===== src/rtl/core/rdm_pkg.sv =====
// Shared types, constants and the helper function of the RTT delay monitor.
package rdm_pkg;

	// Field widths fixed by the interface.
	localparam int RTT_W     = 24;
	localparam int THR_W     = RTT_W + 2;
	localparam int CWND_W    = 20;
	localparam int BETA_W    = 10;
	localparam int FACTOR_W  = BETA_W + 1;
	localparam int PROD_W    = CWND_W + FACTOR_W;
	localparam int SCALE_SH  = 10;
	localparam int SCALED_W  = PROD_W - SCALE_SH;
	localparam int CREDIT_W  = 3;
	localparam int COUNT_W   = 32;
	localparam int PKTS_W    = 16;

	// Constants of the algorithm.
	localparam logic [BETA_W-1:0]   BETA_RESET  = 10'd717;
	localparam logic [FACTOR_W-1:0] BETA_OFFSET = 11'd100;
	localparam logic [CREDIT_W-1:0] CREDIT_MAX  = 3'd5;
	localparam logic [CWND_W-1:0]   CWND_MAX    = 20'hFFFFF;
	localparam logic [CWND_W-1:0]   CWND_FLOOR  = 20'd2;
	localparam logic [PKTS_W-1:0]   PKTS_ONE    = 16'd1;

	// Congestion avoidance state reported with every result.
	typedef enum logic [1:0] {
		MODE_NORMAL  = 2'd0,
		MODE_CAUTION = 2'd1,
		MODE_BACKOFF = 2'd2,
		MODE_BER     = 2'd3
	} mode_t;

	// Kind of work the front hands to the back.
	typedef enum logic [1:0] {
		KIND_NOP    = 2'd0,
		KIND_SAMPLE = 2'd1,
		KIND_LOSS   = 2'd2
	} kind_t;

	// Classified item passed from the front to the back.
	typedef struct packed {
		kind_t                 kind;
		logic                  decide;
		logic                  ber;
		logic [CWND_W-1:0]     cwnd;
		logic [SCALED_W-1:0]   scaled;
		logic [RTT_W-1:0]      srtt;
		logic [RTT_W-1:0]      dev;
		logic [RTT_W-1:0]      high;
		logic [RTT_W-1:0]      low;
	} mid_t;

	// Finished result item.
	typedef struct packed {
		logic [CWND_W-1:0]     cwnd_out;
		logic                  cwnd_reduced;
		mode_t                 ca_state;
		logic [RTT_W-1:0]      rtt_average;
		logic [RTT_W-1:0]      rtt_spread;
		logic [THR_W-1:0]      delay_threshold;
		logic                  loss_was_bit_error;
		logic [COUNT_W-1:0]    bit_error_losses;
		logic [COUNT_W-1:0]    congestion_losses;
	} res_t;

	// Delay threshold: average plus three times the deviation.
	function automatic logic [THR_W-1:0] thresh(input logic [RTT_W-1:0] s,
			input logic [RTT_W-1:0] d);
		logic [THR_W-1:0] ds;
		ds = THR_W'(d);
		return THR_W'(s) + (ds << 1) + ds;
	endfunction

endpackage


===== src/rtl/core/rdm_fifo.sv =====
// Small register queue used between the front, the back and the result port.
module rdm_fifo #(
	parameter int WIDTH = 8,
	parameter int DEPTH = 2
) (
	input  logic             clk,
	input  logic             arst_n,
	input  logic             wr_en,
	input  logic [WIDTH-1:0] wr_data,
	output logic             full,
	input  logic             rd_en,
	output logic [WIDTH-1:0] rd_data,
	output logic             empty
);

	localparam int PTR_W = $clog2(DEPTH);
	localparam int CNT_W = $clog2(DEPTH + 1);

	logic [WIDTH-1:0] mem_q [DEPTH];
	logic [PTR_W-1:0] wr_ptr_q;
	logic [PTR_W-1:0] rd_ptr_q;
	logic [CNT_W-1:0] count_q;

	assign full    = (count_q == CNT_W'(DEPTH));
	assign empty   = (count_q == '0);
	assign rd_data = mem_q[rd_ptr_q];

	// Pointers and fill count.
	always_ff @(posedge clk or negedge arst_n) begin
		if (!arst_n) begin
			wr_ptr_q <= '0;
			rd_ptr_q <= '0;
			count_q  <= '0;
		end else begin
			if (wr_en) begin
				wr_ptr_q <= (wr_ptr_q == PTR_W'(DEPTH - 1)) ? '0 : wr_ptr_q + 1'b1;
			end
			if (rd_en) begin
				rd_ptr_q <= (rd_ptr_q == PTR_W'(DEPTH - 1)) ? '0 : rd_ptr_q + 1'b1;
			end
			if (wr_en && !rd_en) begin
				count_q <= count_q + 1'b1;
			end else if (rd_en && !wr_en) begin
				count_q <= count_q - 1'b1;
			end
		end
	end

	// Storage needs no reset.
	always_ff @(posedge clk) begin
		if (wr_en) begin
			mem_q[wr_ptr_q] <= wr_data;
		end
	end

endmodule


===== src/rtl/core/rdm_front.sv =====
// Front part: delay statistics, delayed-ACK credit, loss classification and window product.
module rdm_front import rdm_pkg::*; #(
	parameter int MIN_SAMPLES = 8
) (
	input  logic                clk,
	input  logic                arst_n,
	input  logic                accept,
	input  logic                mode,
	input  logic [RTT_W-1:0]    rtt_us,
	input  logic [PKTS_W-1:0]   packets_acked,
	input  logic                no_sack_outstanding,
	input  logic [CWND_W-1:0]   cwnd,
	input  logic [BETA_W-1:0]   beta,
	output mid_t                rec
);

	localparam int SCNT_W = $clog2(MIN_SAMPLES + 1);
	localparam logic [SCNT_W-1:0] SCNT_SAT = SCNT_W'(MIN_SAMPLES);

	logic [RTT_W-1:0]    low_q, high_q, srtt_q, dev_q;
	logic [CREDIT_W-1:0] credit_q;
	logic [SCNT_W-1:0]   scnt_q;

	logic [RTT_W-1:0]    low_d, high_d, srtt_d, dev_d;
	logic [CREDIT_W-1:0] credit_d;
	logic [SCNT_W-1:0]   scnt_d;

	logic [RTT_W+2:0]    srtt_sum;
	logic [RTT_W-1:0]    srtt_new;
	logic [RTT_W-1:0]    diff;
	logic [RTT_W+1:0]    dev_sum;
	logic [RTT_W-1:0]    dev_new;
	logic [RTT_W-1:0]    low_min;
	logic [FACTOR_W-1:0] factor;
	logic [PROD_W-1:0]   prod;

	// Window product for a possible caution entry.
	assign factor = FACTOR_W'(beta) + BETA_OFFSET;
	assign prod   = PROD_W'(cwnd) * PROD_W'(factor);

	// Smoothed RTT with weight 1/8 and deviation with weight 1/4.
	always_comb begin
		srtt_sum = ({srtt_q, 3'b000} - {3'b000, srtt_q}) + {3'b000, rtt_us};
		srtt_new = (srtt_q == '0) ? rtt_us : srtt_sum[RTT_W+2:3];
		diff     = (rtt_us > srtt_new) ? (rtt_us - srtt_new) : (srtt_new - rtt_us);
		dev_sum  = ({dev_q, 1'b0} + {2'b00, dev_q}) + {2'b00, diff};
		dev_new  = (dev_q == '0) ? diff : dev_sum[RTT_W+1:2];
		low_min  = (rtt_us < low_q) ? rtt_us : low_q;
	end

	// Next statistics and the classified item.
	always_comb begin
		low_d    = low_q;
		high_d   = high_q;
		srtt_d   = srtt_q;
		dev_d    = dev_q;
		credit_d = credit_q;
		scnt_d   = scnt_q;

		rec.kind   = KIND_NOP;
		rec.decide = 1'b0;
		rec.ber    = 1'b0;
		rec.cwnd   = cwnd;
		rec.scaled = prod[PROD_W-1:SCALE_SH];

		if (mode) begin
			// Loss: classify against the statistics, then clear them.
			rec.kind = KIND_LOSS;
			rec.ber  = (scnt_q == SCNT_SAT) && (THR_W'(high_q) <= thresh(srtt_q, dev_q));
			low_d    = '1;
			high_d   = '0;
			srtt_d   = '0;
			dev_d    = '0;
			credit_d = '0;
			scnt_d   = '0;
		end else if (rtt_us != '0) begin
			if (no_sack_outstanding && packets_acked == PKTS_ONE && credit_q != '0) begin
				// Delayed ACK absorbed: only the minimum moves.
				low_d    = low_min;
				credit_d = credit_q - 1'b1;
			end else begin
				if (no_sack_outstanding && packets_acked > PKTS_ONE
						&& credit_q < CREDIT_MAX) begin
					credit_d = credit_q + 1'b1;
				end
				rec.kind = KIND_SAMPLE;
				low_d    = low_min;
				high_d   = (rtt_us > high_q) ? rtt_us : high_q;
				srtt_d   = srtt_new;
				dev_d    = dev_new;
				if (scnt_q < SCNT_SAT) begin
					scnt_d = scnt_q + 1'b1;
				end else begin
					rec.decide = 1'b1;
				end
			end
		end

		rec.srtt = srtt_d;
		rec.dev  = dev_d;
		rec.high = high_d;
		rec.low  = low_d;
	end

	// Statistics registers.
	always_ff @(posedge clk or negedge arst_n) begin
		if (!arst_n) begin
			low_q    <= '1;
			high_q   <= '0;
			srtt_q   <= '0;
			dev_q    <= '0;
			credit_q <= '0;
			scnt_q   <= '0;
		end else if (accept) begin
			low_q    <= low_d;
			high_q   <= high_d;
			srtt_q   <= srtt_d;
			dev_q    <= dev_d;
			credit_q <= credit_d;
			scnt_q   <= scnt_d;
		end
	end

endmodule


===== src/rtl/core/rdm_back.sv =====
// Back part: mode decisions, window rescaling, loss counters and result assembly.
module rdm_back import rdm_pkg::*; (
	input  logic clk,
	input  logic arst_n,
	input  logic take,
	input  mid_t rec,
	output res_t res
);

	mode_t              mode_q, mode_d;
	logic [COUNT_W-1:0] ber_cnt_q, ber_cnt_d;
	logic [COUNT_W-1:0] cong_cnt_q, cong_cnt_d;
	logic [THR_W-1:0]   thr;
	logic [CWND_W-1:0]  cwnd_scaled;

	assign thr = thresh(rec.srtt, rec.dev);

	// Rescaled window with a floor and saturation.
	always_comb begin
		if (rec.scaled < SCALED_W'(CWND_FLOOR)) begin
			cwnd_scaled = CWND_FLOOR;
		end else if (rec.scaled > SCALED_W'(CWND_MAX)) begin
			cwnd_scaled = CWND_MAX;
		end else begin
			cwnd_scaled = rec.scaled[CWND_W-1:0];
		end
	end

	// Mode and counter update for one item.
	always_comb begin
		mode_d     = mode_q;
		ber_cnt_d  = ber_cnt_q;
		cong_cnt_d = cong_cnt_q;
		res.cwnd_out           = rec.cwnd;
		res.cwnd_reduced       = 1'b0;
		res.loss_was_bit_error = 1'b0;

		case (rec.kind)
			KIND_LOSS: begin
				if (rec.ber) begin
					mode_d    = MODE_BER;
					ber_cnt_d = ber_cnt_q + 1'b1;
					res.loss_was_bit_error = 1'b1;
				end else begin
					mode_d     = MODE_BACKOFF;
					cong_cnt_d = cong_cnt_q + 1'b1;
				end
			end
			KIND_SAMPLE: begin
				if (rec.decide) begin
					if (THR_W'(rec.high) > thr) begin
						if (mode_q == MODE_NORMAL) begin
							mode_d           = MODE_CAUTION;
							res.cwnd_out     = cwnd_scaled;
							res.cwnd_reduced = 1'b1;
						end
					end else if (rec.high <= rec.low) begin
						mode_d = MODE_NORMAL;
					end
				end
			end
			default: begin
			end
		endcase

		res.ca_state          = mode_d;
		res.rtt_average       = rec.srtt;
		res.rtt_spread        = rec.dev;
		res.delay_threshold   = thr;
		res.bit_error_losses  = ber_cnt_d;
		res.congestion_losses = cong_cnt_d;
	end

	// Mode and counters survive loss events.
	always_ff @(posedge clk or negedge arst_n) begin
		if (!arst_n) begin
			mode_q     <= MODE_NORMAL;
			ber_cnt_q  <= '0;
			cong_cnt_q <= '0;
		end else if (take) begin
			mode_q     <= mode_d;
			ber_cnt_q  <= ber_cnt_d;
			cong_cnt_q <= cong_cnt_d;
		end
	end

endmodule


===== src/rtl/core/rtt_delay_monitor_loss_classifier_top.sv =====
// Top level of the RTT delay monitor and loss classifier.
//
//  channel  | handshake            | payload
//  ---------+----------------------+----------------------------------------------
//  input    | push / full          | mode, rtt_us, packets_acked,
//           |                      | no_sack_outstanding, cwnd
//  result   | pop / empty          | cwnd_out, cwnd_reduced, ca_state, rtt_average,
//           |                      | rtt_spread, delay_threshold, loss_was_bit_error,
//           |                      | bit_error_losses, congestion_losses
//  config   | cfg_we               | cfg_wdata (beta)
//
// One item is accepted per cycle while full is low; the front updates the delay statistics in the
// cycle of acceptance, the back settles the mode when the item is taken from the queue between them.
// A result reaches the result ports through the queue between front and back and the result queue.
// Each side stalls on its own: full rises only when the queue between front and
// back is full, which happens only when results are not popped.
// Reset sets beta to 717, clears statistics, counters and mode, and empties queues.
module rtt_delay_monitor_loss_classifier_top import rdm_pkg::*; #(
	parameter int MIN_SAMPLES = 8,
	parameter int QUEUE_DEPTH = 2
) (
	input  logic                clk,
	input  logic                arst_n,
	// Input items
	input  logic                push,
	output logic                full,
	input  logic                mode,
	input  logic [RTT_W-1:0]    rtt_us,
	input  logic [PKTS_W-1:0]   packets_acked,
	input  logic                no_sack_outstanding,
	input  logic [CWND_W-1:0]   cwnd,
	// Result items
	output logic                empty,
	input  logic                pop,
	output logic [CWND_W-1:0]   cwnd_out,
	output logic                cwnd_reduced,
	output logic [1:0]          ca_state,
	output logic [RTT_W-1:0]    rtt_average,
	output logic [RTT_W-1:0]    rtt_spread,
	output logic [THR_W-1:0]    delay_threshold,
	output logic                loss_was_bit_error,
	output logic [COUNT_W-1:0]  bit_error_losses,
	output logic [COUNT_W-1:0]  congestion_losses,
	// Configuration
	input  logic                cfg_we,
	input  logic [BETA_W-1:0]   cfg_wdata
);

	logic [BETA_W-1:0] beta_q;
	logic              in_accept;
	mid_t              front_rec;
	mid_t              mid_rec;
	logic              mid_empty;
	logic              mid_take;
	res_t              back_res;
	res_t              out_res;
	logic              out_full;

	// Beta register.
	always_ff @(posedge clk or negedge arst_n) begin
		if (!arst_n) begin
			beta_q <= BETA_RESET;
		end else if (cfg_we) begin
			beta_q <= cfg_wdata;
		end
	end

	assign in_accept = push && !full;
	assign mid_take  = !mid_empty && !out_full;

	// Front: statistics and classification.
	rdm_front #(
		.MIN_SAMPLES(MIN_SAMPLES)
	) u_front (
		.clk                (clk),
		.arst_n             (arst_n),
		.accept             (in_accept),
		.mode               (mode),
		.rtt_us             (rtt_us),
		.packets_acked      (packets_acked),
		.no_sack_outstanding(no_sack_outstanding),
		.cwnd               (cwnd),
		.beta               (beta_q),
		.rec                (front_rec)
	);

	// Queue between front and back.
	rdm_fifo #(
		.WIDTH($bits(mid_t)),
		.DEPTH(QUEUE_DEPTH)
	) u_mid_fifo (
		.clk    (clk),
		.arst_n (arst_n),
		.wr_en  (in_accept),
		.wr_data(front_rec),
		.full   (full),
		.rd_en  (mid_take),
		.rd_data(mid_rec),
		.empty  (mid_empty)
	);

	// Back: mode, window and counters.
	rdm_back u_back (
		.clk   (clk),
		.arst_n(arst_n),
		.take  (mid_take),
		.rec   (mid_rec),
		.res   (back_res)
	);

	// Result queue.
	rdm_fifo #(
		.WIDTH($bits(res_t)),
		.DEPTH(QUEUE_DEPTH)
	) u_out_fifo (
		.clk    (clk),
		.arst_n (arst_n),
		.wr_en  (mid_take),
		.wr_data(back_res),
		.full   (out_full),
		.rd_en  (pop && !empty),
		.rd_data(out_res),
		.empty  (empty)
	);

	// Result fields.
	assign cwnd_out           = out_res.cwnd_out;
	assign cwnd_reduced       = out_res.cwnd_reduced;
	assign ca_state           = out_res.ca_state;
	assign rtt_average        = out_res.rtt_average;
	assign rtt_spread         = out_res.rtt_spread;
	assign delay_threshold    = out_res.delay_threshold;
	assign loss_was_bit_error = out_res.loss_was_bit_error;
	assign bit_error_losses   = out_res.bit_error_losses;
	assign congestion_losses  = out_res.congestion_losses;

	// A rescaled window is only reported on caution entry and respects the floor.
	a_reduced_caution: assert property (@(posedge clk) disable iff (!arst_n)
		(!empty && cwnd_reduced) |-> (ca_state == MODE_CAUTION && cwnd_out >= CWND_FLOOR))
		else $error("rescaled window outside caution entry");

	// A bit error classification always leaves the block in the bit error state.
	a_ber_state: assert property (@(posedge clk) disable iff (!arst_n)
		(!empty && loss_was_bit_error) |-> (ca_state == MODE_BER))
		else $error("bit error loss without bit error state");

	// A loss taken by the back raises exactly one of the two counters.
	a_loss_count: assert property (@(posedge clk) disable iff (!arst_n)
		(mid_take && mid_rec.kind == KIND_LOSS) |->
		((back_res.bit_error_losses + back_res.congestion_losses)
			== (u_back.ber_cnt_q + u_back.cong_cnt_q + 1'b1)))
		else $error("loss item did not advance the loss counters by one");

endmodule


===== config.mk =====
export PLATFORM = sky130hd
export DESIGN_NAME = rtt_delay_monitor_loss_classifier_top
export DESIGN_NICKNAME = d
export VERILOG_FILES = /design/src/rtl/core/rdm_pkg.sv /design/src/rtl/core/rdm_fifo.sv /design/src/rtl/core/rdm_front.sv /design/src/rtl/core/rdm_back.sv /design/src/rtl/core/rtt_delay_monitor_loss_classifier_top.sv
export SDC_FILE = /design/constraint.sdc
export NUM_CORES = 2
export LEC_CHECK = 0
export BUFFER_PORTS_ARGS = -buffer_cell sky130_fd_sc_hd__buf_2
export CAP_MARGIN = 40
export CORE_UTILIZATION = 65
export DETAILED_ROUTE_END_ITERATION = 6
export PLACE_DENSITY = 0.84
export SYNTH_ARGS = -nofsm -noshare
export SYNTH_HDL_FRONTEND = slang
export SYNTH_SLANG_ARGS = --single-unit

===== constraint.sdc =====
create_clock -name clk -period 13.6 [get_ports clk]
set_input_delay 0.68 -clock clk [delete_from_list [all_inputs] [get_ports clk]]
set_output_delay 0.68 -clock clk [all_outputs]
set_load 0.02 [all_outputs]

==> metrics.csv <==
metric;value;unit
CP startpoint kind;flip-flop;
Async S/R FF share, synth;23.6;%
setup TNS;0;ns
largest net degree at the start of global routing;68;
Least-Margin Pin Slew;0.954;ns
Worst Setup Path Type;flip-flop to flip-flop;
vias after detailed routing;36848;
# fillers;5106;
Finish-stage setup viols;0;
highest metal used;met5;
first-pass GRT wire length;215000;µm
WP data required;14.06;ns
Clock Skew;0.0439;ns
# resized after CTS;0;
Total Routing Usage GR;34.9;%
Die X;283;µm
class of the worst hold path;input pin to async pin;
CTS tree;yes;
IO Pins;241;
H-tree Lvls;3;
period utilisation layout;75.2;%
Ys Warns;0;
RSZ-0062 raised after global routing;no;
CP Buf/Inv Count;6;
CTS max path bufs;3;
root buf cell;clkbuf_16;
ANT nets after route;0;
Largest delay share family, worst path;compound AO/OA/AOI/OAI gates;
setup ws final;3.37;ns
Syn Inst Count;4539;
First-pass DRT Iterations;7;
share of layout cells above drive strength 1;15.7;%
nets@finish;5434;
CTS clk-pin slew, worst paths;0.08;ns
Place WS;3.09;ns
fmax;97.7;MHz
WL/cell;23.8;µm
number of global-route vias before repair;36869;
met3 wire len;13900;µm
initial antenna violation count;12;
Post-DP HPWL;103000;µm
Yosys top cell by area;edfxtp_1;
die height;283;µm
FF+latch count, synth;793;
row cnt;102;
port bufs;240;
Net Count, Synth;5226;
Post-Syn Area;0.0515;mm²
Seq/Total Area, Yosys;44.5;%
placeable core area;0.0780;mm²
DR WL met2;64100;µm
CP peak stage delay;0.71;ns
total routed wirelength;140000;µm
initial DRC count;3675;
vias per cell;6.29;
hold violation count in the final report;0;
Worst Setup End Kind;flip-flop;
Initial Utilization;66.0;%
gr ovfl total;0;
Max-slew headroom;36.0;%
# DRC;10;
violated checks;design-rule violations;
Max Cap Violations;0;
Worst-Skew Late Latency;0.67;ns
Tmin final;10.23;ns
Met1 Wirelength;56500;µm
gpl congestion;0.986;
Post-CTS Setup Repair Bufs;0;
CTS buffer count;82;
CP arrival;10.69;ns
die area;0.0803;mm²
Syn Area/Cell;11.3;µm²
hold_buf cts;0;
outcome;finished with violations;
critical-path maximum fanout;14;
top_reg_cell synth;edfxtp_1;
synth top area cells;edfxtp_1 35%, fa_1 10%, ha_1 8.6%;
Netlist cell types;84;
slowest cell on the critical path;a2111oi_0;
# clock sinks;793;
Post-synth EDFFs;606;
final slew viol count;0;
Layout area overhead;10.3;%
share of the synthesized area in the top cell type;35.3;%
[cells by family after synthesis]
family	Yosys count	synth area share, %
and+or+nand+nor	1118	10.3
DFF	793	44.5
AOI/OAI and AO/OA	746	9.70
buffers and inverters	649	4.78
adders and majority gates	610	18.6
muxes	365	7.73
xor gates and xnor gates	258	4.39
[worst register-to-register path: cells and delay by family (launching register included)]
| family | cells | cell delay [ns] |
|---|---|---|
| compound gates | 17 | 4.63 |
| xor+xnor | 2 | 0.31 |
| flops | 1 | 0.53 |
| fa+ha+maj | 5 | 2.25 |
| buf+inv | 6 | 0.74 |
| mux | 1 | 0.24 |
| simple gates | 6 | 1.34 |
[through the flow]
step	instances	utilization [%]	hold WS, ns	instance area (µm²)
floorplan	4539	-	0.384	51500
global placement	5681	68.9	0.474	53700
detailed placement	5700	69.3	0.489	54000
CTS	5853	72.8	0.0306	56700
global route	5862	72.8	0.0482	56800
finish	5862	72.8	0.00981	56800
[cells in the mapped netlist, drive strengths merged (106+ instances only)]
cell    instances
dfrtp         157
o21ai         162
clkbuf        157
nor2          287
inv           467
mux2i         109
fa            256
xor2          106
ha            354
a21oi         168
nand2         337
mux2          256
edfxtp        606
xnor2         152
[cell usage in the layout (no fill, tap or decap), types with 27 or more instances in the layout]
cell type	n
inv_1	467
nor3_1	61
nor2_1	283
a211oi_1	55
o21a_1	47
mux2_2	256
edfxtp_1	606
and2_1	77
nand2_1	335
buf_2	246
ha_1	354
fa_1	256
nor4_1	27
o211ai_1	43
nand4_1	61
mux2i_1	108
a21o_1	99
nand3_1	73
xnor2_1	151
nand2b_1	39
xor2_1	102
o21ai_0	156
a21oi_1	168
buf_4	45
dfstp_2	30
clkbuf_16	82
nor2b_1	73
dfrtp_1	155
[cell type report]
type / count / area [µm²] / share of cell area, %
clock inverters: 40 / 475 / 0.838
flip-flops and latches: 793 / 22900 / 40.4
well taps: 1040 / 1300 / 2.29
clock buffers: 113 / 2250 / 3.96
diodes: 6 / 15.0 / 0.0264
repair buffers: 304 / 1830 / 3.22
multi-input cells: 3097 / 26200 / 46.2
inverters: 469 / 1760 / 3.10
[routing by layer]
metal	up-vias	track usage, %
met5	-	0
met4	6	13.0
met3	306	8.01
met2	1750	54.8
met1	18399	47.6
li1	16387	-
[registers in the layout, indices dropped and copies added, names as in the netlist]
| register | count |
|---|---|
| u_front.low_q | 24 |
| u_out_fifo.rd_ptr_q | 1 |
| u_front.srtt_q | 24 |
| u_front.dev_q | 24 |
| u_front.high_q | 24 |
| u_back.mode_q | 2 |
| u_out_fifo.wr_ptr_q | 1 |
| u_front.credit_q | 3 |
| u_back.cong_cnt_q | 32 |
| u_mid_fifo.count_q | 2 |
| beta_q | 10 |
| u_front.scnt_q | 4 |
| u_back.ber_cnt_q | 32 |
| u_out_fifo.mem_q | 324 |
| u_mid_fifo.wr_ptr_q | 1 |
| u_mid_fifo.rd_ptr_q | 1 |
| u_out_fifo.count_q | 2 |
| u_mid_fifo.mem_q | 282 |
[worst paths after layout]
kind	startpoint	to	slack [ns]	depth (start not counted)
worst max-delay path	u_front.srtt_q[9]$_DFFE_PN0P_	u_mid_fifo.mem_q[1][69]$_DFFE_PP_	3.37	37
worst min-delay path	arst_n	u_front.high_q[12]$_DFFE_PN0P_	0.01	1
worst max register to register	u_front.srtt_q[9]$_DFFE_PN0P_	u_mid_fifo.mem_q[1][69]$_DFFE_PP_	3.37	37
worst min register to register	u_back.ber_cnt_q[31]$_DFFE_PN0P_	u_back.ber_cnt_q[31]$_DFFE_PN0P_	0.50	1
max in group asynchronous	arst_n	u_mid_fifo.rd_ptr_q$_DFFE_PN0P_	12.36	3
min in group clk	cfg_wdata[7]	beta_q[7]$_DFFE_PN1P_	0.26	2
Power is left out: the tool's default activity adds up to more than one toggle a clock period on the data nets, which glitch-free logic cannot reach.
